`config.mk`:
```
export PLATFORM = sky130hd
export DESIGN_NAME = ffra_ctrl
export DESIGN_NICKNAME = d
export VERILOG_FILES = /design/src/ffra_pkg.sv /design/src/ffra_ctrl.sv
export SDC_FILE = /design/constraint.sdc
export NUM_CORES = 2
export LEC_CHECK = 0
export BUFFER_PORTS_ARGS = -buffer_cell sky130_fd_sc_hd__buf_4
export CAP_MARGIN = 20
export CORE_MARGIN = 2
export CORE_UTILIZATION = 60
export DETAILED_ROUTE_END_ITERATION = 7
export PLACE_DENSITY = 0.82
export SLEW_MARGIN = 10
export SYNTH_ARGS = -nofsm -noshare
export SYNTH_HDL_FRONTEND = slang
export SYNTH_SLANG_ARGS = --single-unit
export TNS_END_PERCENT = 10
```
`constraint.sdc`:
```
create_clock -name clock -period 32.3 [get_ports clock]
set_input_delay 6.46 -clock clock [delete_from_list [all_inputs] [get_ports clock]]
set_output_delay 6.46 -clock clock [all_outputs]
set_load 0.005 [all_outputs]
```
`src/ffra_pkg.sv`:
```
// shared types and codes for the range allocator
`timescale 1ns / 1ps
`default_nettype none
package ffra_pkg;

   localparam int CSR_INDEX_BITS = 1;

   localparam logic [CSR_INDEX_BITS-1:0] REG_WINDOW_BASE  = 1'd0;
   localparam logic [CSR_INDEX_BITS-1:0] REG_WINDOW_LIMIT = 1'd1;

   localparam logic CMD_ALLOC = 1'b0;
   localparam logic CMD_FREE  = 1'b1;

   localparam logic [1:0] ST_OK       = 2'd0;
   localparam logic [1:0] ST_NOSPACE  = 2'd1;
   localparam logic [1:0] ST_NOTFOUND = 2'd2;
   localparam logic [1:0] ST_FULL     = 2'd3;

   typedef struct packed {
      logic rd_en;
      logic wr_en;
   } mem_ctl_type;

endpackage
`default_nettype wire

```
`src/ffra_ctrl.sv`:
```
// sequencer: table scan, entry shifting and write-back
`timescale 1ns / 1ps
`default_nettype none
module ffra_ctrl
   import ffra_pkg::*;
#(
   parameter int MAX_RANGES = 64,
   parameter int ADDR_BITS  = 48
) (
   input  wire logic                          clock,
   input  wire logic                          reset,
   input  wire logic                          req_valid,
   output logic                               req_ready,
   input  wire logic                          req_command,
   input  wire logic [ADDR_BITS-1:0]          req_address,
   input  wire logic [ADDR_BITS-1:0]          req_length,
   input  wire logic [ADDR_BITS-1:0]          win_base,
   input  wire logic [ADDR_BITS-1:0]          win_limit,
   output logic                               done_valid,
   input  wire logic                          done_ready,
   output logic      [ADDR_BITS-1:0]          done_start,
   output logic      [1:0]                    done_status,
   output mem_ctl_type                        mem_ctl,
   output logic      [$clog2(MAX_RANGES)-1:0] mem_rd_addr,
   output logic      [$clog2(MAX_RANGES)-1:0] mem_wr_addr,
   output logic      [2*ADDR_BITS-1:0]        mem_wr_data,
   input  wire logic [2*ADDR_BITS-1:0]        mem_rd_data
);

   localparam int IW = $clog2(MAX_RANGES);
   localparam int CW = $clog2(MAX_RANGES + 1);
   localparam logic [CW-1:0] MAX_CNT = CW'(MAX_RANGES);

   typedef enum logic [2:0] {
      S_IDLE, S_SCAN, S_OPEN, S_CLOSE, S_WRITE, S_WRITE2, S_DONE
   } state_type;

   state_type            state_ff;
   logic                 cmd_ff;
   logic [ADDR_BITS-1:0] addr_ff, len_ff, stop_ff, base_ff;
   logic [ADDR_BITS-1:0] w_b_ff, w_e_ff, hit_e_ff;
   logic [IW-1:0]        pos_ff, chk_idx_ff;
   logic [CW-1:0]        sh_ff, count_ff;
   logic                 chk_valid_ff, split_ff, grow_ff;
   logic [ADDR_BITS-1:0] res_start_ff;
   logic [1:0]           res_status_ff;

   logic [ADDR_BITS-1:0] ent_b, ent_e;
   logic [ADDR_BITS:0]   free_sum;
   logic                 gap_fit, lim_fit, free_hit;

   assign ent_b    = mem_rd_data[2*ADDR_BITS-1:ADDR_BITS];
   assign ent_e    = mem_rd_data[ADDR_BITS-1:0];
   assign free_sum = {1'b0, req_address} + {1'b0, req_length};
   assign gap_fit  = (ent_b >= base_ff) && ((ent_b - base_ff) >= len_ff);
   assign lim_fit  = (win_limit >= base_ff) && ((win_limit - base_ff) >= len_ff);
   assign free_hit = (ent_b <= addr_ff) && (stop_ff <= ent_e);

   assign req_ready   = (state_ff == S_IDLE);
   assign done_valid  = (state_ff == S_DONE);
   assign done_start  = res_start_ff;
   assign done_status = res_status_ff;

   // memory port steering
   always_comb begin
      mem_ctl     = '0;
      mem_rd_addr = sh_ff[IW-1:0];
      mem_wr_addr = chk_idx_ff;
      mem_wr_data = mem_rd_data;
      unique case (state_ff)
         S_SCAN: begin
            mem_ctl.rd_en = (sh_ff < count_ff);
         end
         S_OPEN: begin
            mem_ctl.rd_en = (sh_ff > CW'(pos_ff));
            mem_rd_addr   = IW'(sh_ff - CW'(1));
            mem_ctl.wr_en = chk_valid_ff;
            mem_wr_addr   = chk_idx_ff + IW'(1);
         end
         S_CLOSE: begin
            mem_ctl.rd_en = (sh_ff < count_ff);
            mem_ctl.wr_en = chk_valid_ff;
            mem_wr_addr   = chk_idx_ff - IW'(1);
         end
         S_WRITE: begin
            mem_ctl.wr_en = 1'b1;
            mem_wr_addr   = pos_ff;
            mem_wr_data   = {w_b_ff, w_e_ff};
         end
         S_WRITE2: begin
            mem_ctl.wr_en = 1'b1;
            mem_wr_addr   = pos_ff + IW'(1);
            mem_wr_data   = {stop_ff, hit_e_ff};
         end
         default: begin
         end
      endcase
   end

   always_ff @(posedge clock) begin
      if (reset) begin
         state_ff     <= S_IDLE;
         count_ff     <= '0;
         chk_valid_ff <= 1'b0;
      end else begin
         unique case (state_ff)
            S_IDLE: begin
               if (req_valid) begin
                  cmd_ff       <= req_command;
                  addr_ff      <= req_address;
                  len_ff       <= req_length;
                  stop_ff      <= free_sum[ADDR_BITS-1:0];
                  base_ff      <= win_base;
                  sh_ff        <= '0;
                  chk_valid_ff <= 1'b0;
                  split_ff     <= 1'b0;
                  grow_ff      <= 1'b0;
                  res_start_ff <= '0;
                  if (req_command == CMD_FREE && free_sum[ADDR_BITS]) begin
                     res_status_ff <= ST_NOTFOUND;
                     state_ff      <= S_DONE;
                  end else begin
                     state_ff <= S_SCAN;
                  end
               end
            end
            S_SCAN: begin
               chk_valid_ff <= mem_ctl.rd_en;
               chk_idx_ff   <= sh_ff[IW-1:0];
               if (mem_ctl.rd_en) begin
                  sh_ff <= sh_ff + CW'(1);
               end
               if (chk_valid_ff) begin
                  if (cmd_ff == CMD_ALLOC) begin
                     if (gap_fit) begin
                        pos_ff       <= chk_idx_ff;
                        chk_valid_ff <= 1'b0;
                        w_b_ff       <= base_ff;
                        w_e_ff       <= base_ff + len_ff;
                        grow_ff      <= 1'b1;
                        sh_ff        <= count_ff;
                        if (count_ff >= MAX_CNT) begin
                           res_status_ff <= ST_FULL;
                           state_ff      <= S_DONE;
                        end else begin
                           res_start_ff  <= base_ff;
                           res_status_ff <= ST_OK;
                           state_ff      <= S_OPEN;
                        end
                     end else if (ent_e > base_ff) begin
                        base_ff <= ent_e;
                     end
                  end else if (free_hit) begin
                     pos_ff        <= chk_idx_ff;
                     chk_valid_ff  <= 1'b0;
                     hit_e_ff      <= ent_e;
                     res_status_ff <= ST_OK;
                     if (ent_b == addr_ff && ent_e == stop_ff) begin
                        sh_ff    <= CW'(chk_idx_ff) + CW'(1);
                        state_ff <= S_CLOSE;
                     end else if (ent_b == addr_ff) begin
                        w_b_ff   <= stop_ff;
                        w_e_ff   <= ent_e;
                        state_ff <= S_WRITE;
                     end else if (ent_e == stop_ff) begin
                        w_b_ff   <= ent_b;
                        w_e_ff   <= addr_ff;
                        state_ff <= S_WRITE;
                     end else if (count_ff >= MAX_CNT) begin
                        res_status_ff <= ST_FULL;
                        state_ff      <= S_DONE;
                     end else begin
                        // strict inside: split in two
                        w_b_ff   <= ent_b;
                        w_e_ff   <= addr_ff;
                        split_ff <= 1'b1;
                        grow_ff  <= 1'b1;
                        sh_ff    <= count_ff;
                        state_ff <= S_OPEN;
                     end
                  end
               end else if (!mem_ctl.rd_en) begin
                  // scan exhausted
                  if (cmd_ff == CMD_ALLOC && lim_fit) begin
                     pos_ff  <= IW'(count_ff);
                     w_b_ff  <= base_ff;
                     w_e_ff  <= base_ff + len_ff;
                     grow_ff <= 1'b1;
                     if (count_ff >= MAX_CNT) begin
                        res_status_ff <= ST_FULL;
                        state_ff      <= S_DONE;
                     end else begin
                        res_start_ff  <= base_ff;
                        res_status_ff <= ST_OK;
                        state_ff      <= S_WRITE;
                     end
                  end else begin
                     res_status_ff <= (cmd_ff == CMD_ALLOC) ? ST_NOSPACE : ST_NOTFOUND;
                     state_ff      <= S_DONE;
                  end
               end
            end
            S_OPEN: begin
               chk_valid_ff <= mem_ctl.rd_en;
               chk_idx_ff   <= mem_rd_addr;
               if (mem_ctl.rd_en) begin
                  sh_ff <= sh_ff - CW'(1);
               end else if (!chk_valid_ff) begin
                  state_ff <= S_WRITE;
               end
            end
            S_CLOSE: begin
               chk_valid_ff <= mem_ctl.rd_en;
               chk_idx_ff   <= sh_ff[IW-1:0];
               if (mem_ctl.rd_en) begin
                  sh_ff <= sh_ff + CW'(1);
               end else if (!chk_valid_ff) begin
                  count_ff <= count_ff - CW'(1);
                  state_ff <= S_DONE;
               end
            end
            S_WRITE: begin
               if (grow_ff) begin
                  count_ff <= count_ff + CW'(1);
               end
               state_ff <= split_ff ? S_WRITE2 : S_DONE;
            end
            S_WRITE2: begin
               state_ff <= S_DONE;
            end
            S_DONE: begin
               if (done_ready) begin
                  state_ff <= S_IDLE;
               end
            end
            default: begin
               state_ff <= S_IDLE;
            end
         endcase
      end
   end

endmodule
`default_nettype wire

```
* Word level (Yosys, flattened, before mapping)
Cells that the tools add are included.
** Word-level totals
- Bits of input ports :: 293
- Register bits after elaboration :: 419
- Word-level logic and storage cells :: 230
** Operators by class
- Reductions and logical operators :: 30
- Order comparisons :: 10
- Bitwise logic cells :: 2
- Add/subtract/negate cells :: 12
- Eq/ne operators :: 42
- Muxes and demuxes :: 116
** Operators by type and width (number)
- 48-bit 2-to-1 mux :: 32
- 48-bit greater-or-equal comparator :: 4
- 48-bit case mux with 2 select lines :: 2
- 96-bit case mux with 2 select lines :: 1
- 7-bit 2-to-1 mux :: 14
- 48-bit equality test :: 2
- 48-bit less-or-equal comparator :: 2
- 48-bit subtractor :: 2
- 3-bit 2-to-1 mux :: 17
- 48-bit by 48-bit adder with 49-bit output :: 1
- 48-bit adder :: 1
- 48-bit > comparator :: 1
- 6-bit 2-to-1 mux :: 7
- 2-bit != test, second input constant :: 17
- 2-bit 2-to-1 mux :: 15
- 7-bit case mux with 4 select lines :: 1
- 4-bit != test, second input constant :: 6
- 6-bit case mux with 4 select lines :: 1
- 3-bit case mux with 7 select lines :: 1
- 7-bit AND reduction :: 3
- 1-bit 2-to-1 mux :: 17
- 3-bit != test, second input constant :: 5
- 7-bit by 1-bit adder with 7-bit output, second input constant :: 2
- 7-bit case mux with 2 select lines :: 1
- other kinds (33) :: 57

* Logic depth before layout (Yosys ltp)
- Depth in word-level cells :: 12
- Depth in mapped cells :: 28
- Gate-level depth less buffers :: 27

* Worst setup path after synthesis
OpenSTA, ideal clock, no wires.
- Path kind :: in2reg
- Start :: in mem_rd_data[48]
- End :: reg res_start_ff[0], in the netlist done_start[0] (enable)
- Stages :: 24
- Path buffers :: 0
- Arrival :: 18.177 ns
- Required time :: 31.589 ns
- Path slack :: 13.411 ns
- Path through :: inv_1 ha_1 inv_1 fa_1 a21o_1 a221oi_1 nand3b_1 a211oi_1 o31ai_2 o21ai_1 a21o_1 a21oi_1 xnor2_1 ha_1 nand4_1 or3_1 o21ai_0 a21oi_1 o211ai_1 a311o_1 nand2_1 nor3_2 o211ai_1 a2111oi_0
** On the way
- Longest elaborated chain between the ends :: 5
- Elaborated cells between the ends (all ways) :: 6
** RTL lines
- start, declared :: line ffra_ctrl.sv:27 : input wire logic [2*ADDR_BITS-1:0] mem_rd_data
- 48-bit subtractor :: line ffra_ctrl.sv:55 : assign gap_fit = (ent_b >= base_ff) && ((ent_b - base_ff) >= len_ff);
- 48-bit greater-or-equal comparator :: line ffra_ctrl.sv:55
- 1-bit logical AND * :: line ffra_ctrl.sv:55
- 3-bit != test (no line) *
- 7-bit AND reduction (no line) *
- end signal, assigned :: line ffra_ctrl.sv:146 : res_start_ff <= base_ff;
- end signal, assigned :: line ffra_ctrl.sv:193 : res_start_ff <= base_ff;
- end, declared :: line ffra_ctrl.sv:45 : logic [ADDR_BITS-1:0] res_start_ff;
Mark *: on every way between the ends. The rest lies on a longest branch, timed or not.
A chain may end at the register's enable or synchronous reset.

* Final worst setup path
- Start :: in mem_rd_data[48]
- End :: reg w_b_ff[0] (enable)
** On the way
- Longest elaborated chain between the ends :: 5
- Elaborated cells between the ends (all ways) :: 13
** RTL lines
- 48-bit subtractor :: line ffra_ctrl.sv:55
- 48-bit greater-or-equal comparator :: line ffra_ctrl.sv:55
- 1-bit logical AND :: line ffra_ctrl.sv:55
- 3-bit by 2-bit != test with 1-bit output (no line)
- 8-bit AND reduction (no line) *
- end signal, assigned :: line ffra_ctrl.sv:138 : w_b_ff <= base_ff;
- end signal, assigned :: line ffra_ctrl.sv:162 : w_b_ff <= stop_ff;
- end signal, assigned :: line ffra_ctrl.sv:166 : w_b_ff <= ent_b;
- end, declared :: line ffra_ctrl.sv:41 : logic [ADDR_BITS-1:0] w_b_ff, w_e_ff, hit_e_ff;
Marked as above.

==> summary.md <==
| Metric | Value |
|---|---|
| Synth warn | 0 |
| Hold Violations, Final | 0 |
| EDFF count, synth | slightly above 400 |
| Vias in the first global route | between 30,000 and 40,000 |
| Crit Path Category | input pin to register |
| Sequential area share after synthesis | 0.351 |
| Core region area | just under 60,000 sq um |
| Clk root buf | clkbuf_16 |
| Die Y | between 200 and 250 um |
| Initial antenna violation count | 8 |
| Clock skew | roughly 0.012 ns |
| Worst Setup Start Kind | input pin |
| Max_slew headroom | 0.173 |
| Yosys top cell by area | edfxtp_1 |
| Clock Tree Buf Depth | 3 |
| DRT Pass-1 Iters | 6 |
| # Max-Cap Violations | 0 |
| Io pins | about 460 |
| Cell Pwr Density | 75.3 nW/um^2 |
| Pin count of the biggest net entering global routing | 96 |
| Most frequent cells after synthesis | ha_1 (460), edfxtp_1 (408), nand2_1 (374) |
| Avg WL per Cell | between 20 and 30 um |
| Post-synth ARST share | 0 |
| Fin crit share | 0.440 |
| Static Leakage | roughly 18 nW |
| Cell row count | 89 |
| Worst slew pin tran | roughly 1.2 ns |
| Post-CTS Setup Bufs | 0 |
| ANT nets after route | 0 |
| # nets final | 5,036 |
| Drt total wl | roughly 130,000 um |
| Clk_lat worst skew | approximately 0.6 ns |
| Worst-case hold slack | 0.591 ns |
| Maximum vdd drop | approximately 130 uV |
| Final GP Congestion | slightly above 1 |
| Vias per cell | ~6.6 |
| Cell Area, Synth | around 36,000 sq um |
| RSZ-0062 raised after global routing | false |
| First-pass GRT wire length | between 150,000 and 200,000 um |
| # DRC | 0 |
| Data required, critical path | 32.52 ns |
| Layout cells sized above 1 | 0.137 |
| Initial Util | 0.605 |
| Status | complete, no violations |
| Vias | 33,700 |
| Crit. End Element | register |
| Upper clock frequency limit | 70.3 MHz |
| # resized after CTS | 0 |
| Distinct cells, synth | 81 |
| Slew Viols, Final | 0 |
| Crit path max fanout | 51 |
| CP max stage cell | nor3_2 |
| Crit-path max cell delay | a little over 0.8 ns |
| Top cell type's share of synthesized area | 0.344 |
| Sinks on Clock Net | about 420 |
| Worst hold-check path type | register to register |
| Layout area overhead | 16.1% |
| Primary FF master, synth | edfxtp_1 |
| Setup TNS | 0 ns |
| Final setup fails | 0 |
| DP HPWL | about 100,000 um |
| GRT Overall Usage | 0.415 |
| Count leader, synth | ha_1 |
| Seq cells post-synth | 419 |
| H-tree depth | 2 |
| Arr. time, crit path | around 14 ns |
| Post-Syn Nets | 4,646 |
| Port bufs | approximately 450 |
| Remaining Overflow, GRT | 0 |
| Layout Utilization | 0.702 |
| Min Tclk post-route | between 10 and 15 ns |
| Avg Cell Area, Syn | just over 9 sq um |
| Die area | approximately 61,000 sq um |
| Horiz. Die Dim | approximately 250 um |
| Number of hold buffers added after cts | 0 |
| CTS tree | built |
| Ranking of synthesized cells by area | edfxtp_1 (34%), ha_1 (16%), a21o_1 (4.6%) |
| Post-Syn Instances | 3,888 |
| TritonCTS Buffers | between 40 and 50 |
| DRT iter0 DRCs | ~3,900 |
| Reg clk slew, reported paths | 0.06 ns |
-- path summary, 6_finish.rpt --
| path | from | endpoint | slack (ns) | cells after the start |
|---|---|---|---|---|
| setup / recovery | mem_rd_data[48] | w_b_ff[0] | 18.08 | 26 |
| hold / removal | count_ff[1] | count_ff[1] | 0.59 | 2 |
| setup reg to reg | base_ff[0] | w_b_ff[0] | 23.56 | 24 |
| hold reg to reg | count_ff[1] | count_ff[1] | 0.59 | 2 |
-- final cells by class --
type	instances	area, sq um
diodes	7	17.5
clock buffers	62	1270
clock inverters	24	292
fillers	4635	17500
inverters	329	1230
multi-input cells	2999	21400
flip-flops and latches	419	12500
well taps	773	967
repair buffers	481	3630
-- where the power goes --
part           switching (W)  leakage, nW  internal, W
clock               0.000238        0.746     0.000327
sequential          0.000106         3.84     0.000735
combinational        0.00100         13.8     0.000698
total                0.00135         18.4      0.00176
-- through the flow --
| step | cells | area (sq um) | setup WS (ns) | total power (W) |
|---|---|---|---|---|
| final | 5094 | 41300 | 18.08 | 0.00311 |
| after global placement | 5000 | 39700 | 17.84 | 0.00247 |
| after detailed placement | 5000 | 39700 | 17.77 | 0.00249 |
| after global routing | 5092 | 41300 | 17.79 | 0.00328 |
| after CTS | 5086 | 41300 | 18.35 | 0.00306 |
| after floorplan | 3888 | 35600 | 13.41 | 0.00196 |
-- worst max-delay path: cells and delay by family --
family,cells,cell delay (ns)
AOI/OAI and AO/OA,13,4.04
and+or+nand+nor,5,1.81
buffers and inverters,4,1.04
adders and majority gates,3,0.88
xor gates and xnor gates,1,0.09
-- cells by family (layout without fill, tap and decap cells) --
| family | after synthesis | in the layout | synth area share |
|---|---|---|---|
| DFF | 419 | 419 | 0.351 |
| buffers and inverters | 470 | 896 | 0.0497 |
| other | 0 | 7 | 0 |
| and+or+nand+nor | 1000 | 1000 | 0.129 |
| AOI/OAI and AO/OA | 1177 | 1177 | 0.212 |
| xor gates and xnor gates | 201 | 201 | 0.0495 |
| muxes | 156 | 156 | 0.0439 |
| adders and majority gates | 465 | 465 | 0.165 |
-- per-layer routing --
layer	up-vias	routed length, um	global-route usage
met3	384	15600	0.0785
met4	4	5510	0.156
met1	15900	52400	0.585
met5	-	26	0
li1	15200	-	-
met2	2315	56800	0.633
-- sequential cells by signal, indices dropped and copies added, names as in the netlist --
signal / cells
state_ff: 3
cmd_ff: 1
count_ff: 7
done_status: 2
chk_valid_ff: 1
len_ff: 48
sh_ff: 7
grow_ff: 1
hit_e_ff: 48
pos_ff: 6
done_start: 48
addr_ff: 48
w_b_ff: 48
split_ff: 1
stop_ff: 48
w_e_ff: 48
chk_idx_ff: 6
base_ff: 48
-- cells in the final DEF, fill, tap and decap left out, types with 17 or more instances in the layout --
cell	n
a21oi_1	282
a211oi_1	34
nor3_1	40
nor2_1	277
o21bai_1	39
o211ai_1	23
buf_4	480
nor2b_1	36
mux2i_1	155
o21ai_0	197
o21a_1	43
inv_1	327
nor4_1	17
o22ai_1	106
xor2_1	69
clkbuf_16	49
xnor2_1	132
a31oi_1	94
and3_1	17
nand4_1	70
edfxtp_1	408
nand3_1	59
a21o_1	219
ha_1	459
nand2_1	372
nand2b_1	26
Note: power is estimated with default switching activity, not from simulation.
